===== config.mk =====
export PLATFORM = sky130hd
export DESIGN_NAME = mta_term_mem
export DESIGN_NICKNAME = d
export VERILOG_FILES = /design/src/mta_pkg.sv /design/src/mta_term_mem.sv
export SDC_FILE = /design/constraint.sdc
export NUM_CORES = 1
export LEC_CHECK = 0
export BUFFER_PORTS_ARGS = -buffer_cell sky130_fd_sc_hd__clkbuf_2
export CAP_MARGIN = 20
export CORE_MARGIN = 2
export CORE_UTILIZATION = 55
export CTS_BUF_LIST = sky130_fd_sc_hd__clkbuf_4
export DETAILED_ROUTE_END_ITERATION = 10
export PLACE_DENSITY_LB_ADDON = 0.2
export SLEW_MARGIN = 0
export SYNTH_ARGS = -nofsm -noshare
export SYNTH_HDL_FRONTEND = slang
export SYNTH_SLANG_ARGS = --single-unit

===== constraint.sdc =====
create_clock -name i_clk -period 4.55 [get_ports i_clk]
set_clock_uncertainty 0.1 [all_clocks]
set_input_delay 0.455 -clock i_clk [delete_from_list [all_inputs] [get_ports i_clk]]
set_output_delay 0.455 -clock i_clk [all_outputs]
set_load 0.01 [all_outputs]

===== src/mta_pkg.sv =====
package mta_pkg;

    // Matrix geometry and number format
    localparam int DIM       = 4;
    localparam int VW        = 32;
    localparam int FRAC_BITS = 16;
    localparam int ELEMS     = DIM * DIM;
    localparam int DIM_W     = $clog2(DIM);
    localparam int IDX_W     = 2 * DIM_W;
    localparam int SEQ_W     = 3 * DIM_W;
    localparam int PROD_W    = 2 * VW;
    localparam int SUM_W     = PROD_W + DIM_W;

    localparam logic [VW-1:0] FIX_ONE = VW'(1) << FRAC_BITS;
    localparam logic [VW-1:0] SAT_MAX = {1'b0, {(VW-1){1'b1}}};
    localparam logic [VW-1:0] SAT_MIN = {1'b1, {(VW-1){1'b0}}};

    // Tag that travels with one multiply-accumulate term
    typedef struct packed {
        logic             vld;
        logic             first;
        logic             last;
        logic             ident;
        logic             diag;
        logic [IDX_W-1:0] idx;
    } t_mac_tag;

    // Write-back of one product element into the accumulator memory
    typedef struct packed {
        logic             we;
        logic [IDX_W-1:0] idx;
        logic [VW-1:0]    data;
    } t_acc_wr;

    // Drop the fraction bits and clamp the sum to the value range
    function automatic logic [VW-1:0] scale_sat(input logic signed [SUM_W-1:0] s);
        logic signed [SUM_W-1:0]     shifted;
        logic [SUM_W-FRAC_BITS-VW:0] top;
        shifted = s >>> FRAC_BITS;
        top     = shifted[SUM_W-FRAC_BITS-1:VW-1];
        if (top == '0 || top == '1) begin
            scale_sat = shifted[VW-1:0];
        end else if (s[SUM_W-1]) begin
            scale_sat = SAT_MIN;
        end else begin
            scale_sat = SAT_MAX;
        end
    endfunction

endpackage


===== src/mta_term_mem.sv =====
module mta_term_mem import mta_pkg::*; (
    input  logic             i_clk,
    input  logic             i_we,
    input  logic [IDX_W-1:0] i_waddr,
    input  logic [VW-1:0]    i_wdata,
    input  logic             i_re,
    input  logic [IDX_W-1:0] i_raddr,
    output logic [VW-1:0]    o_rdata
);

    logic [VW-1:0] r_mem [ELEMS];
    logic [VW-1:0] r_rdata;

    // Store one term element per transfer
    always_ff @(posedge i_clk) begin
        if (i_we) begin
            r_mem[i_waddr] <= i_wdata;
        end
    end

    // Registered read
    always_ff @(posedge i_clk) begin
        if (i_re) begin
            r_rdata <= r_mem[i_raddr];
        end
    end

    assign o_rdata = r_rdata;

endmodule


# After elaboration in Yosys (flattened, before gate mapping)
# Memories as Yosys holds them, arrays and structs flattened. A register that Yosys moved wholly into a read port is not among the register bits.
# Index checks and enable logic that the tools add are counted.
# op_classes
muxes,2
# ops
operator,n
two-way mux 1 bit,2
# word_totals
word_cells,3
ff_bits,0
n_memories,1
mem_bits_rw,512
input_bits,43
# mem_list
name,depth,word_bits,rd,rd_clocked_by_memory_dff,write_ports,line_no,rtl
r_mem,16,32,1,1,1,mta_term_mem.sv:11,logic [VW-1:0] r_mem [ELEMS];

# Depth between registers and ports, before layout
# logic_depth
word_depth,2
ltp_mapped,5

# Least setup slack after synthesis
# OpenSTA, ideal clock, no wires.
# synth_path
path_type,input port to flip-flop
from,input i_waddr[2]
to,memory r_mem[0][0] (enable)
arrival_time_ns,3.173
setup_time_ns,0.461
slack_ns,0.815
required_ns,3.989
n_path_buf,0
cell_stages,2
path_cell_list,or3b_2 -> nor3_1
# synth_lines
element,line_no,rtl
from (decl),mta_term_mem.sv:4,"input logic [IDX_W-1:0] i_waddr,"
to (decl),mta_term_mem.sv:11,
# No word-level cell before the write port.

# Worst setup path after layout
# layout_path
from,register r_rdata[20] (netlist: o_rdata[20]) (read register of r_mem)
to,output o_rdata[20]
# layout_lines
element,line_no,rtl
from (decl),mta_term_mem.sv:12,logic [VW-1:0] r_rdata;
to (decl),mta_term_mem.sv:8,output logic [VW-1:0] o_rdata
# No word-level cell between the ends.

==> out/qor.yml <==
busiest_layer: "met2"
min_delay_worst_endpoint: "o_rdata[27]"
required_ps: 3990
grt_pass1_wl_mm: 63.7
r2r-start: "r_mem[3][25]"
numClockSinks: 544
synth_area_um2: 20200
crit_path_end_kind: "primary output"
power_density_nw_per_um2: 433
area_growth_pct: 15.3
instances_no_fill: 1625
yosysWarningCount: 0
drt-total-wl_mm: 42.8
max_cap_violations: 0
worst_hold_slack_ps: 126
critPathSlowestCell: "edfxtp_1"
core_um2: 36300
cellLeakagePower_nw: 7.68
drive_above_1_share_pct: 39.7
finalMaxSlewViolations: 0
num-nets-final: 1112
route.antenna.remaining_nets: 0
clk_latency_ps: 820
ir_drop_mv: 0.252
worstReg2RegEnd: "o_rdata[25]"
use_met3_pct: 4.84
status: "completed"
max-slew-margin-rel_pct: 27.1
cts_root_buf: "clkbuf_4"
synth-seq-cells: 544
placed_cells: 1365
grt_setup_unrepaired: "false"
crit_buf_inv: 1
finalSetupTns_ps: 0
drt_iter0_drc: 754
critPathArrivalTime_ps: 1440
clock_path_buffers: 3
initial_core_util_pct: 55.5
dp_hpwl_mm: 21.4
synthCells: 838
use_met1_pct: 29.9
hold_violations: 0
setup_viol: 0
grt_antenna_before_repair: 2
cp_slowest_stage_delay_ps: 460
use_met2_pct: 39.9
final_cell_mix: "544 x edfxtp_1, 198 x clkbuf_4, 128 x mux4_2"
grt_max_degree: 64
fmax_ghz: 0.501
die_w_um: 196
hp-class: "input port to register"
avgViaCountPerCell: 5.93
grt_overflow: 0
grt_pass1_vias: 10300
max_slew.worst_pin.slew_ps: 1090
htree_levels: 4
cp_max_fo: 1
track_usage_pct: 23.5
fin_crit_sh_pct: 43.9
startpoint_type: "register"
yosysSeqAreaShare_pct: 81.0
hold_depth: 1
drc: 0
drtPass1Iterations: 7
fin_crit_ps: 2000
clk_pin_slew_ps: 70
worstRegToRegCells: 3
r2r_setup_slack_ps: 2980
setup.worst_path.class: "register to primary output"
ios: 75
fp-row-count: 70
cts_tree: "built"
gp_congestion: 0.709
ctsResizeCount: 0
port_buffers: 74
vias: 9638
wl_per_cell_um: 26.3
chipHeight_um: 196
avgSynthCellArea_um2: 24.1
hp-start: "i_re"
final_common_cell: "edfxtp_1"
syn_nets: 881
post_synth_num_cell_types: 17
dieArea_um2: 38200
numCtsBuffers: 138
fin_util_pct: 64.0
total_power_mw: 10.1
critPathTopFamily: "flip-flops"
crit_path_cell_trace: "clkbuf_2"
==> per-layer routing <==
| metal | routed length, um | vias up | share of wire [%] |
|---|---|---|---|
| met1 | 17000 | 5053 | 40 |
| met4 | 962 | 0 | 2.2 |
| met2 | 22400 | 341 | 52 |
| li1 | - | 4166 | - |
| met5 | 0 | - | 0 |
| met3 | 2400 | 78 | 5.6 |
==> registers in the layout (all words and copies together), names as in the netlist <==
name / flops
o_rdata: 32
r_mem: 512
==> cell usage after synthesis, drive strengths merged <==
cell type,count,area [um2]
nand3,1,5.00
edfxtp,544,16300
and2,1,6.26
nor3,4,20.0
buf,26,159
mux4,128,2880
a22oi,64,480
nor2,13,48.8
nand3b,2,15.0
or3b,1,8.76
clkbuf,17,63.8
nand2,33,124
nor2b,2,12.5
nand2b,2,12.5
==> area by class of cell <==
| class | instances | area, um2 |
|---|---|---|
| Clock inverter | 28 | 160 |
| Fill cell | 2467 | 13100 |
| Multi-Input combinational cell | 251 | 3750 |
| Timing Repair Buffer | 134 | 937 |
| Sequential cell | 544 | 16300 |
| Tap cell | 468 | 586 |
| Clock buffer | 198 | 1490 |
| Antenna cell | 2 | 5.00 |
==> kinds of logic (layout without fill, tap and decap cells) <==
group,after synthesis,count (layout),synth area share (%)
multiplexers,128,128,14.3
other,0,2,0
AND/OR/NAND/NOR,59,59,1.25
flip-flops,544,544,81.0
AO/OA/AOI/OAI,64,64,2.38
buffers and inverters,43,360,1.10
==> report_power, final <==
part | total (mW) | switching (mW) | internal [mW]
clock | 3.88 | 1.79 | 2.09
sequential | 5.68 | 0.0306 | 5.65
combinational | 0.508 | 0.297 | 0.212
total | 10.1 | 2.12 | 7.95
==> worst max-delay path by stage <==
stage,startpoint,end,slack [ps],cells after the start
2_1_floorplan,i_waddr[2],r_mem[0][0],820,2
3_3_place_gp,i_raddr[0],o_rdata[22],1730,5
3_5_place_dp,i_raddr[0],o_rdata[22],1740,5
4_1_cts,o_rdata[20],o_rdata[20],2500,1
5_1_grt,i_raddr[0],o_rdata[9],2500,5
6_report,o_rdata[20],o_rdata[20],2550,1
==> metrics by stage <==
step                area, um2  setup slack, ps
floorplan               20200              815
global placement        21300             1730
detailed placement      21300             1740
CTS                     23300             2500
global route            23300             2500
finish                  23300             2550
==> repair_timing <==
action	in CTS	in global routing
hold buffers	32	0
hold endpoints to repair	512	0
buffers inserted	0	0
Note: power is estimated with default switching activity, not from simulation.
