### src/mta_pkg.sv
package mta_pkg;

    // Matrix geometry and number format
    localparam int DIM       = 4;
    localparam int VW        = 32;
    localparam int FRAC_BITS = 16;
    localparam int ELEMS     = DIM * DIM;
    localparam int DIM_W     = $clog2(DIM);
    localparam int IDX_W     = 2 * DIM_W;
    localparam int SEQ_W     = 3 * DIM_W;
    localparam int PROD_W    = 2 * VW;
    localparam int SUM_W     = PROD_W + DIM_W;

    localparam logic [VW-1:0] FIX_ONE = VW'(1) << FRAC_BITS;
    localparam logic [VW-1:0] SAT_MAX = {1'b0, {(VW-1){1'b1}}};
    localparam logic [VW-1:0] SAT_MIN = {1'b1, {(VW-1){1'b0}}};

    // Tag that travels with one multiply-accumulate term
    typedef struct packed {
        logic             vld;
        logic             first;
        logic             last;
        logic             ident;
        logic             diag;
        logic [IDX_W-1:0] idx;
    } t_mac_tag;

    // Write-back of one product element into the accumulator memory
    typedef struct packed {
        logic             we;
        logic [IDX_W-1:0] idx;
        logic [VW-1:0]    data;
    } t_acc_wr;

    // Drop the fraction bits and clamp the sum to the value range
    function automatic logic [VW-1:0] scale_sat(input logic signed [SUM_W-1:0] s);
        logic signed [SUM_W-1:0]     shifted;
        logic [SUM_W-FRAC_BITS-VW:0] top;
        shifted = s >>> FRAC_BITS;
        top     = shifted[SUM_W-FRAC_BITS-1:VW-1];
        if (top == '0 || top == '1) begin
            scale_sat = shifted[VW-1:0];
        end else if (s[SUM_W-1]) begin
            scale_sat = SAT_MIN;
        end else begin
            scale_sat = SAT_MAX;
        end
    endfunction

endpackage

### src/mta_acc_mem.sv
module mta_acc_mem import mta_pkg::*; (
    input  logic             i_clk,
    input  logic             i_wr_bank,
    input  t_acc_wr          i_wr,
    input  logic             i_re,
    input  logic             i_rd_bank,
    input  logic [IDX_W-1:0] i_raddr,
    output logic [VW-1:0]    o_rdata
);

    // Two banks: the current matrix is read from one, the product lands in the other
    logic [VW-1:0] r_mem [2*ELEMS];
    logic [VW-1:0] r_rdata;

    always_ff @(posedge i_clk) begin
        if (i_wr.we) begin
            r_mem[{i_wr_bank, i_wr.idx}] <= i_wr.data;
        end
    end

    always_ff @(posedge i_clk) begin
        if (i_re) begin
            r_rdata <= r_mem[{i_rd_bank, i_raddr}];
        end
    end

    assign o_rdata = r_rdata;

endmodule

### config.mk
export PLATFORM = sky130hd
export DESIGN_NAME = mta_acc_mem
export DESIGN_NICKNAME = d
export VERILOG_FILES = /design/src/mta_pkg.sv /design/src/mta_acc_mem.sv
export SDC_FILE = /design/constraint.sdc
export NUM_CORES = 1
export LEC_CHECK = 0
export BUFFER_PORTS_ARGS = -buffer_cell sky130_fd_sc_hd__buf_2
export CAP_MARGIN = 0
export CORE_MARGIN = 2
export CORE_UTILIZATION = 40
export DETAILED_ROUTE_END_ITERATION = 10
export PLACE_DENSITY = 0.65
export SLEW_MARGIN = 10
export SYNTH_ARGS = -nofsm -noshare
export SYNTH_HDL_FRONTEND = slang
export SYNTH_SLANG_ARGS = --single-unit
### constraint.sdc
create_clock -name i_clk -period 7.55 [get_ports i_clk]
set_input_delay 1.1325 -clock i_clk [delete_from_list [all_inputs] [get_ports i_clk]]
set_output_delay 1.1325 -clock i_clk [all_outputs]
set_load 0.02 [all_outputs]
# --- Word-level counts from Yosys, hierarchy flattened ---
# Memories as Yosys holds them, arrays and structs flattened. A register that Yosys moved wholly into a read port is not among the register bits.
# Index checks and enable logic that the tools add are counted.
word_totals:
  output_inout_bits: 32
  ramBits: 1024
  in_bits: 45
  ff_bits: 0
  mem_count: 1
  elab_cells: 3
mem_list:
  columns: ["memory", "words", "width", "rd", "rd_clocked_by_memory_dff", "wr", "line", "source"]
  rows:
  - ["r_mem", 32, 32, 1, 1, 1, "mta_acc_mem.sv:12", "logic [VW-1:0] r_mem [2*ELEMS];"]
op_classes:
  n_mux: 2
op_table:
  columns: ["operator", "count"]
  rows:
  - ["$mux 1", 2]

# --- Depth between registers and ports, before layout ---
logic_depth:
  word_depth: 2
  ltp_mapped: 8
  mapped_depth_nobuf: 5

# --- Worst setup path after synthesis ---
# OpenSTA, ideal clock, no wires.
synth_timing:
  path_kind: "in2reg"
  start: "in i_wr[33] in the netlist's numbering"
  end: "mem r_mem[12][0], enable pin"
  stages: 3
  t_required_ns: 7.129
  path_buffers: 1
  setup_time_ns: 0.421
  t_arrival_ns: 3.145
  setup_slack_ns: 3.983
  path_cell_list: "or3b_2 clkbuf_1 nor2_1"
synth_rtl:
  columns: ["element", "line", "source"]
  rows:
  - ["start: declaration", "mta_acc_mem.sv:4", "input t_acc_wr i_wr,"]
  - ["end: declaration", "mta_acc_mem.sv:12", null]
# Straight into the memory's write port.

==> results.md <==
- Status: completed
- R2R cell count: 5
- VDD IR max: 0.1636 mV
- Worst path arrival time: 3590 ps
- CP max stage cell: buf_4
- Levels on crit path: 7
- Worst skew pair latency: 670 ps
- Post-CTS sizing: 0
- Final setup fails: 0
- Die ar.: 0.1046 mm2
- Die X: 323.4 um
- Via count of the first global-routing pass: 21,403
- Type of the worst min-delay path: reg -> reg
- Fmax: 314.7 MHz
- Syn_nets: 2,305
- Worst slack, placed: 3701 ps
- Startpoint types: primary input
- Lkg Pwr: 15.81 nW
- Post-DRT Antenna Nets: 0
- Initial Utilization: 0.4022
- Post-synthesis sequential area ratio: 0.7771
- Die height: 323.4 um
- CTS tree: done
- Final Instance Area: 0.04616 mm2
- Syn-to-layout area delta: 13.12%
- Area after DPL: 0.04284 mm2
- Synth Register Bits: 1,056
- Largest net degree at the start of global routing: 129
- WP data required: 7960 ps
- Ys async rst share: 0
- Post-synth EDFFs: 1,056
- Final worst setup slack: 4372 ps
- Max Slew Vio Count: 0
- Worst-Margin Slew: 1254 ps
- GPL Wtd Cong: 0.7595
- Delay of the slowest critical-path stage: 850 ps
- Crit path to: o_rdata[5]$_DFFE_PP_
- Drt pass-1 iters: 7
- Relative slew slack: 0.1609
- Worst R2R Start: r_mem[7][16]$_DFFE_PP_
- Core Util, Final: 0.4550
- Initial drt markers: 2,245
- Crit. Startpoint: i_raddr[0]
- Hpwl dp: 45,730 um
- Port Buffers: 76
- Cells after synthesis: 2,260
- R2R Path End: o_rdata[16]$_DFFE_PP_
- Synth Cell Area: 0.04081 mm2
- Gr ovfl total: 0
- PD cells: 264.3 mW/mm2
- Wire per inst: 25.99 um
- Post-CTS Setup Bufs: 0
- Hold Buf Count CTS: 0
- CTS root buf: clkbuf_16
- R2R Setup Slk: 6090 ps
- Core ar.: 0.1014 mm2
- Crit Path Class: in -> reg
- DR vias: 21,071
- Min Hold Slack: 670.4 ps
- Clk sinks: 1,056
- # fillers: 8,449
- H-tree depth: 3
- First-pass GRT wire length: 142,300 um
- Initial antenna violation count: 7
- Io pins: 77
- Clk pin slew, worst setup/hold paths: 60 ps
- Layout cell share with drive strength beyond 1: 0.1274
- WL final: 99,040 um
- Final net count: 2,404
- Synthesized area per cell: 18.06 um2
- Fin crit period: 3178 ps
- Crit-path cells: buf_8, buf_4, mux2i_1, a22o_1, nor3_1, a31oi_1, nand3_1
- Num rows: 117
- Synth Flop Type: edfxtp_1
- Ys Warns: 0
- TNS Setup: 0 ps
- Worst setup EP type: register
- # Max-Cap Violations: 0
- Final period utilization: 0.4209
- GRT Total Usage: 0.1874
- Worst-case clock buffer depth: 3
- Peak fanout along the critical path: 83
- Skew final: 21.78 ps
- RSZ-0062 raised after global routing: false
- CP Buf/Inv Count: 2
- # DRC: 0
- CP top delay family: buffers and inverters
- Final Hold Fails: 0
- CTS buffer count: 100
- Hold path cells: 4
- Vias/cell: 5.530
- Synth cell types: 24
==> stage by stage <==
stage / power [W] / instances
floorplan: 0.007044 / 2260
global placement: 0.007270 / 3625
detailed placement: 0.007289 / 3625
CTS: 0.01227 / 3809
global route: 0.01254 / 3810
finish: 0.01220 / 3810
==> synth_stat cells (3+ instances only) <==
cell type	n	share of area
buf_2	26	0.0032
buf_1	5	0.00046
or3b_2	3	0.00064
mux2i_1	512	0.13
buf_4	33	0.0061
a31oi_1	32	0.0049
edfxtp_1	1056	0.78
a21oi_1	96	0.012
a22oi_1	96	0.018
nand3b_1	5	0.00092
nor3_1	32	0.0039
buf_6	15	0.0041
nand2_1	98	0.0090
a22o_1	64	0.014
clkbuf_1	46	0.0042
nand3_1	98	0.012
nor2_1	34	0.0031
==> sequential cells by signal (all words and copies together), names as in the netlist <==
name and flops:
o_rdata 32, r_mem 1024
==> per-layer routing <==
layer / track usage / part of all wire / up-vias
met2: 0.3163 / 0.49 / 716
li1: - / - / 9187
met5: 0 / 0.00050 / -
met3: 0.02811 / 0.061 / 174
met4: 0.06398 / 0.029 / 8
met1: 0.2477 / 0.42 / 10986
==> where the power goes <==
group          internal (W)  switching [W]
registers           0.00654      0.0000296
logic              0.000186       0.000405
clock network       0.00291        0.00213
total               0.00964        0.00256
==> cell type report <==
cell class	instances	area, um2	area share
Sequential cell	1056	31710	0.6870
Clock buffer	117	2587	0.05606
Timing Repair Buffer	124	813.3	0.01762
Tap cell	1368	1712	0.03708
Clock inverter	67	724.4	0.01569
Antenna cell	1	2.502	0.00005421
Multi-Input combinational cell	1077	8610	0.1865
==> worst register-to-register path, stage by stage, from the launching register on <==
cell	delay (ps)
edfxtp_1	360
mux2i_1	150
a22o_1	160
nor3_1	60
a31oi_1	290
nand3_1	160
==> cells by family after synthesis <==
group                  count (synthesis)  synth area share
multiplexers                         512            0.1256
flip-flops                          1056            0.7771
AND/OR/NAND/NOR                      277           0.03076
AO/OA/AOI/OAI                        288           0.04808
buffers and inverters                127           0.01846
==> cells in the final DEF, fill, tap and decap left out, types with 13 or more instances in the layout <==
cell	instances
a22oi_1	96
clkbuf_16	101
a31oi_1	32
buf_4	43
edfxtp_1	1056
nor3_1	32
mux2i_1	512
nor2_4	33
a22o_1	64
nand2_1	97
clkinv_2	17
a21oi_1	96
clkbuf_1	16
clkinv_1	24
nand3_1	98
buf_2	75
bufinv_16	13
==> worst min path at each step <==
stage                            start                    end  slack, ps
3_5_place_dp   r_mem[16][25]$_DFFE_PP_  o_rdata[25]$_DFFE_PP_        650
6_report       r_mem[16][25]$_DFFE_PP_  o_rdata[25]$_DFFE_PP_        670
4_1_cts        r_mem[16][25]$_DFFE_PP_  o_rdata[25]$_DFFE_PP_        670
2_1_floorplan  r_mem[16][10]$_DFFE_PP_  o_rdata[10]$_DFFE_PP_        630
3_3_place_gp   r_mem[16][10]$_DFFE_PP_  o_rdata[10]$_DFFE_PP_        650
5_1_grt        r_mem[16][25]$_DFFE_PP_  o_rdata[25]$_DFFE_PP_        700
Note: power is estimated with default switching activity, not from simulation.
