==> config.mk <==
export PLATFORM = sky130hd
export DESIGN_NAME = mta_mac
export DESIGN_NICKNAME = d
export VERILOG_FILES = /design/src/mta_pkg.sv /design/src/mta_mac.sv
export SDC_FILE = /design/constraint.sdc
export NUM_CORES = 2
export LEC_CHECK = 0
export CAP_MARGIN = 15
export CORE_MARGIN = 4
export CORE_UTILIZATION = 45
export CTS_CLUSTER_DIAMETER = 40
export CTS_CLUSTER_SIZE = 8
export DETAILED_ROUTE_END_ITERATION = 8
export DONT_BUFFER_PORTS = 1
export PLACE_DENSITY_LB_ADDON = 0.2
export RECOVER_POWER = 100
export SYNTH_ARGS = -nofsm -noshare
export SYNTH_HDL_FRONTEND = slang
export SYNTH_SLANG_ARGS = --single-unit
==> constraint.sdc <==
create_clock -name i_clk -period 19.45 [get_ports i_clk]
set_input_delay 3.89 -clock i_clk [delete_from_list [all_inputs] [get_ports i_clk]]
set_output_delay 3.89 -clock i_clk [all_outputs]
set_load 0.01 [all_outputs]
==> src/mta_pkg.sv <==
package mta_pkg;

    // Matrix geometry and number format
    localparam int DIM       = 4;
    localparam int VW        = 32;
    localparam int FRAC_BITS = 16;
    localparam int ELEMS     = DIM * DIM;
    localparam int DIM_W     = $clog2(DIM);
    localparam int IDX_W     = 2 * DIM_W;
    localparam int SEQ_W     = 3 * DIM_W;
    localparam int PROD_W    = 2 * VW;
    localparam int SUM_W     = PROD_W + DIM_W;

    localparam logic [VW-1:0] FIX_ONE = VW'(1) << FRAC_BITS;
    localparam logic [VW-1:0] SAT_MAX = {1'b0, {(VW-1){1'b1}}};
    localparam logic [VW-1:0] SAT_MIN = {1'b1, {(VW-1){1'b0}}};

    // Tag that travels with one multiply-accumulate term
    typedef struct packed {
        logic             vld;
        logic             first;
        logic             last;
        logic             ident;
        logic             diag;
        logic [IDX_W-1:0] idx;
    } t_mac_tag;

    // Write-back of one product element into the accumulator memory
    typedef struct packed {
        logic             we;
        logic [IDX_W-1:0] idx;
        logic [VW-1:0]    data;
    } t_acc_wr;

    // Drop the fraction bits and clamp the sum to the value range
    function automatic logic [VW-1:0] scale_sat(input logic signed [SUM_W-1:0] s);
        logic signed [SUM_W-1:0]     shifted;
        logic [SUM_W-FRAC_BITS-VW:0] top;
        shifted = s >>> FRAC_BITS;
        top     = shifted[SUM_W-FRAC_BITS-1:VW-1];
        if (top == '0 || top == '1) begin
            scale_sat = shifted[VW-1:0];
        end else if (s[SUM_W-1]) begin
            scale_sat = SAT_MIN;
        end else begin
            scale_sat = SAT_MAX;
        end
    endfunction

endpackage

==> src/mta_mac.sv <==
module mta_mac import mta_pkg::*; (
    input  logic             i_clk,
    input  logic             i_rst_n,
    input  logic             i_adv,
    input  t_mac_tag         i_tag,
    input  logic [VW-1:0]    i_acc_rd,
    input  logic [VW-1:0]    i_term_rd,
    input  logic             i_out_ready,
    output logic             o_busy,
    output t_acc_wr          o_wr,
    output logic             o_out_valid,
    output logic [VW-1:0]    o_out_value,
    output logic [IDX_W-1:0] o_out_idx,
    output logic             o_out_last
);

    t_mac_tag                 r_c_tag;
    logic signed [PROD_W-1:0] r_prod;
    logic signed [SUM_W-1:0]  r_sum;
    logic signed [SUM_W-1:0]  n_sum;
    logic [VW-1:0]            a_val;
    logic [VW-1:0]            sat_val;
    logic                     r_out_valid;
    logic [VW-1:0]            r_out_value;
    logic [IDX_W-1:0]         r_out_idx;
    logic                     wr_fire;

    // Substitute identity for the accumulator on a restarted chain or after reset
    always_comb begin
        if (i_tag.ident) begin
            a_val = i_tag.diag ? FIX_ONE : '0;
        end else begin
            a_val = i_acc_rd;
        end
    end

    // Multiply stage
    always_ff @(posedge i_clk) begin
        if (!i_rst_n) begin
            r_c_tag <= '0;
        end else if (i_adv) begin
            r_c_tag <= i_tag;
        end
    end

    always_ff @(posedge i_clk) begin
        if (i_adv) begin
            r_prod <= $signed(a_val) * $signed(i_term_rd);
        end
    end

    // Accumulate stage
    always_comb begin
        n_sum   = (r_c_tag.first ? SUM_W'(0) : r_sum)
                + {{DIM_W{r_prod[PROD_W-1]}}, r_prod};
        sat_val = scale_sat(n_sum);
        wr_fire = i_adv && r_c_tag.vld && r_c_tag.last;
    end

    always_ff @(posedge i_clk) begin
        if (i_adv && r_c_tag.vld) begin
            r_sum <= n_sum;
        end
    end

    // Output register: load a finished element, drop it once transferred
    always_ff @(posedge i_clk) begin
        if (!i_rst_n) begin
            r_out_valid <= 1'b0;
        end else if (wr_fire) begin
            r_out_valid <= 1'b1;
        end else if (i_out_ready) begin
            r_out_valid <= 1'b0;
        end
    end

    always_ff @(posedge i_clk) begin
        if (wr_fire) begin
            r_out_value <= sat_val;
            r_out_idx   <= r_c_tag.idx;
        end
    end

    assign o_wr.we      = wr_fire;
    assign o_wr.idx     = r_c_tag.idx;
    assign o_wr.data    = sat_val;
    assign o_busy       = r_c_tag.vld;
    assign o_out_valid  = r_out_valid;
    assign o_out_value  = r_out_value;
    assign o_out_idx    = r_out_idx;
    assign o_out_last   = (r_out_idx == IDX_W'(ELEMS - 1));

endmodule

## Word-level counts from Yosys, hierarchy flattened

Cells that the tools add are included.

| word-level totals | value |
|---|---|
| word-level logic and storage cells | 25 |
| bits in registers | 174 |

| operators by class | value |
|---|---|
| reductions and logical operators | 5 |
| add/subtract/negate cells | 1 |
| multipliers | 1 |
| multiplexer cells | 7 |
| equality and inequality tests | 2 |

Operators by type and width:

| kind | count |
|---|---|
| $mux W32 | 3 |
| $add A66 B66 Y66 | 1 |
| $mux W66 | 1 |
| $mul A32 B32 Y64 | 1 |
| $eq A19 B19 Y1 const B | 1 |
| $logic_not A19 Y1 | 1 |
| $mux W17 | 1 |
| $eq A4 B4 Y1 const B | 1 |
| $logic_and A1 B1 Y1 | 2 |
| $mux W1 | 2 |
| $reduce_bool A2 Y1 | 1 |
| $logic_or A1 B1 Y1 | 1 |

## Logic depth before layout (Yosys ltp)

| depth | value |
|---|---|
| depth in word-level cells | 5 |
| depth in mapped cells | 33 |
| mapped depth without buffers | 30 |

## Worst setup path after synthesis

OpenSTA, ideal clock, no wires.

| path | value |
|---|---|
| kind | input to register |
| start | input i_acc_rd[31] |
| end | register r_prod[62], data pin |
| setup time | 0.258 ns |
| stages | 26 |
| arrival time | 11.273 ns |
| setup slack | 7.919 ns |
| cells stage by stage | nor2b_1 clkbuf_1 nand2_1 inv_1 fa_1 fa_1 inv_1 fa_1 inv_1 fa_1 inv_1 fa_1 inv_1 fa_1 fa_1 fa_1 ha_1 a21o_1 a21oi_1 nand2_1 o21ai_1 o31ai_1 o41ai_1 o21bai_1 a21oi_1 xnor2_1 |

| between the ends | value |
|---|---|
| cells in the longest elaborated chain, start to end | 2 |

RTL lines:

| item | line | RTL |
|---|---|---|
| start: declaration | mta_mac.sv:6 | `input logic [VW-1:0] i_acc_rd,` |
| $mux W32 | mta_mac.sv:30 | `if (i_tag.ident) begin` |
| $mul A32 B32 Y64 | mta_mac.sv:48 | `r_prod <= $signed(a_val) * $signed(i_term_rd);` |
| end signal: assignment | mta_mac.sv:48 |  |
| end: declaration | mta_mac.sv:18 | `logic signed [PROD_W-1:0] r_prod;` |

Every way passes these cells.
A chain may end at the register's enable or synchronous reset.

## Worst setup path after layout

| path | value |
|---|---|
| start | input i_acc_rd[0] |
| end | register r_prod[62], data pin |

Same word-level chain as after synthesis.

==> impl_results.md <==
- Gr usage total: 0.244
- Routability cong.: 0.924
- CTS tree: built
- # IOs: 153
- Port Buffers: 0
- Max Slew Vio Count: 203
- Most used cell, CP: fa_1
- Ys Warns: 0
- Fmax: 0.0754 GHz
- Crit-path max FO: 29
- Pre-Repair DR Iteration Count: 7
- Vias in the first global route: 35508
- MaxCap Viol Count: 4
- DP Worst Slack: 6890 ps
- CP required: 19650 ps
- Number of remaining DRC errors: 0
- Yosys top cell area share: 0.459
- Hold Path Stages: 2
- First-pass GRT wire length: 209000 µm
- Min Tclk post-route: 13260 ps
- Vias per cell: 5.38
- CTS resizes: 0
- WHS: 514 ps
- Top delay family on crit path: adder cells
- Run status: complete, but fails checks
- CTS clk-pin slew, worst paths: 60 ps
- Layout cells sized above 1: 0.0260
- Initial antenna violation count: 4
- Top FF cell, synth: edfxtp_1
- Area growth syn-to-layout: 3.06%
- Critical path depth: 27
- Crit end category: register
- Netlist cell types: 95
- Seq/Total Area, Yosys: 0.109
- Final wirelength: 132000 µm
- GR Overflow Total: 0
- Mean Syn Cell Area: 9.55 µm²
- Final Hold Viols: 0
- H-tree depth: 4
- Tightest Pin Transition: 3890 ps
- Initial core utilization: 0.455
- Post-route ant nets: 0
- Slew HR: -1.59
- Die footprint: 110000 µm²
- Ys async rst share: 0
- Hold_sp: r_c_tag[6]
- Clock tree buffer depth: 2
- Slowest CP cell: clkbuf_1
- Hold Crit Class: register to register
- Die Wd: 332 µm
- Setup ws final: 6190 ps
- Failing checks: capacitance limit, slew limit
- Fin nets: 6158
- Syn Std Cell Area: 47200 µm²
- Largest cells by area after synthesis: fa_1 46%, edfxtp_1 11%, inv_1 8.5%, and2_1 7.0%, ha_1 6.6%
- Crit path launch type: primary input
- Core area: 104000 µm²
- Clock Tree Root: clkbuf_16
- Hold buffers post-CTS: 0
- Post-synth EDFFs: 166
- Final core occ: 0.469
- CP arrival: 13450 ps
- Most frequent cells in the layout: 1083 x fa_1, 1071 x inv_1, 578 x nand2_1
- Origin of the critical flop-to-flop path: r_c_tag[7]
- Most common cell after layout, fill and taps aside: fa_1
- CTS sink count: 174
- DP HPWL: 101000 µm
- Unrepaired setup endpoints after global routing: no
- Setup TNS: 0 ps
- DR iter-0 viols: 2296
- Final setup vio count: 0
- Setup bufs post-CTS: 0
- CP startpoint: i_acc_rd[0]
- Via count: 33041
- Register bit count reported by yosys: 174
- Crit Path Class: primary input to register
- Synthesized net count: 6352
- Cell taking the most area after synthesis: fa_1
- Setup Skew: 9.46 ps
- Die Ht: 332 µm
- R2R cell count: 14
- Worst skew pair latency: 450 ps
- Largest stage delay, worst path: 1630 ps
- Synthesized instance count: 4943
- CP bufs+invs: 4
- Mean routed wirelength per cell: 21.4 µm
- Final period util: 0.682
- Cts bufs inserted: 17
- Row count: 118
- Largest net degree at the start of global routing: 74
## kinds of logic (layout without fill, tap and decap cells)
family | after synthesis | after routing | share of synthesized area
AOI/OAI and AO/OA | 473 | 473 | 0.0680
adders and majority gates | 1332 | 1332 | 0.525
and+or+nand+nor | 1510 | 1510 | 0.165
buffers and inverters | 1320 | 1139 | 0.107
other | 0 | 2 | 0
muxes | 9 | 9 | 0.00194
DFF | 174 | 174 | 0.109
xor gates and xnor gates | 125 | 125 | 0.0232
## final cells by class
| class | instances | area, µm² |
|---|---|---|
| well taps | 1380 | 1730 |
| fillers | 10011 | 55100 |
| clock buffers | 19 | 443 |
| repair buffers | 35 | 264 |
| inverters | 1072 | 4020 |
| diodes | 2 | 5.00 |
| flip-flops and latches | 174 | 5150 |
| clock inverters | 13 | 223 |
| multi-input cells | 3449 | 36800 |
## flip-flops by register name, indices dropped and copies added, names as in the netlist
| name | cells |
|---|---|
| r_sum | 66 |
| r_prod | 64 |
| o_out_value | 32 |
| o_out_idx | 4 |
| o_wr | 4 |
| r_c_tag | 2 |
| o_busy | 1 |
| o_out_valid | 1 |
## tightest hold or removal path: stages, from the launching register on
cell and delay, ps:
dfxtp_1 320, mux2i_1 60, nor2b_1 100
## per-layer routing
| layer | wire [µm] | global-route usage | vias up |
|---|---|---|---|
| met3 | 11600 | 0.0484 | 189 |
| met4 | 2990 | 0.0529 | 0 |
| met5 | 0 | 0 | - |
| li1 | - | - | 14437 |
| met1 | 58200 | 0.354 | 17171 |
| met2 | 59000 | 0.382 | 1244 |
## path summary, 6_finish.rpt
check / end / slack (ps)
worst min register to register: r_c_tag[6] / 510
worst max register to register: o_out_value[2] / 11200
worst max-delay path: r_prod[62] / 6190
worst min-delay path: r_c_tag[6] / 510
## metrics by stage
stage          cells  cell area [µm²]
6_report        6144            48600
5_1_grt         6142            48600
4_1_cts         6141            48900
3_5_place_dp    6109            48200
3_3_place_gp    6109            48200
2_1_floorplan   4943            47200
## synth_stat cells, drive strengths merged (3+ instances only)
cell / count
and2: 529
clkbuf: 214
a21oi: 156
nor2b: 113
a211o: 4
nor4: 11
o22ai: 4
xor2: 45
o31ai: 8
o211ai: 11
nand4: 43
ha: 249
buf: 34
o21bai: 19
edfxtp: 166
a2111oi: 6
and4: 5
mux2i: 8
and3: 20
nand3: 20
o21ai: 123
a21boi: 8
a221oi: 4
a211oi: 17
nand2: 579
o21a: 21
xnor2: 80
dfxtp: 8
a31oi: 14
nand2b: 30
or3: 10
a41o: 3
or4: 6
fa: 1083
a21o: 52
nor3: 23
inv: 1072
nor2: 112
Power is left out: the tool's default activity adds up to more than one toggle a clock period on the data nets, which glitch-free logic cannot reach.
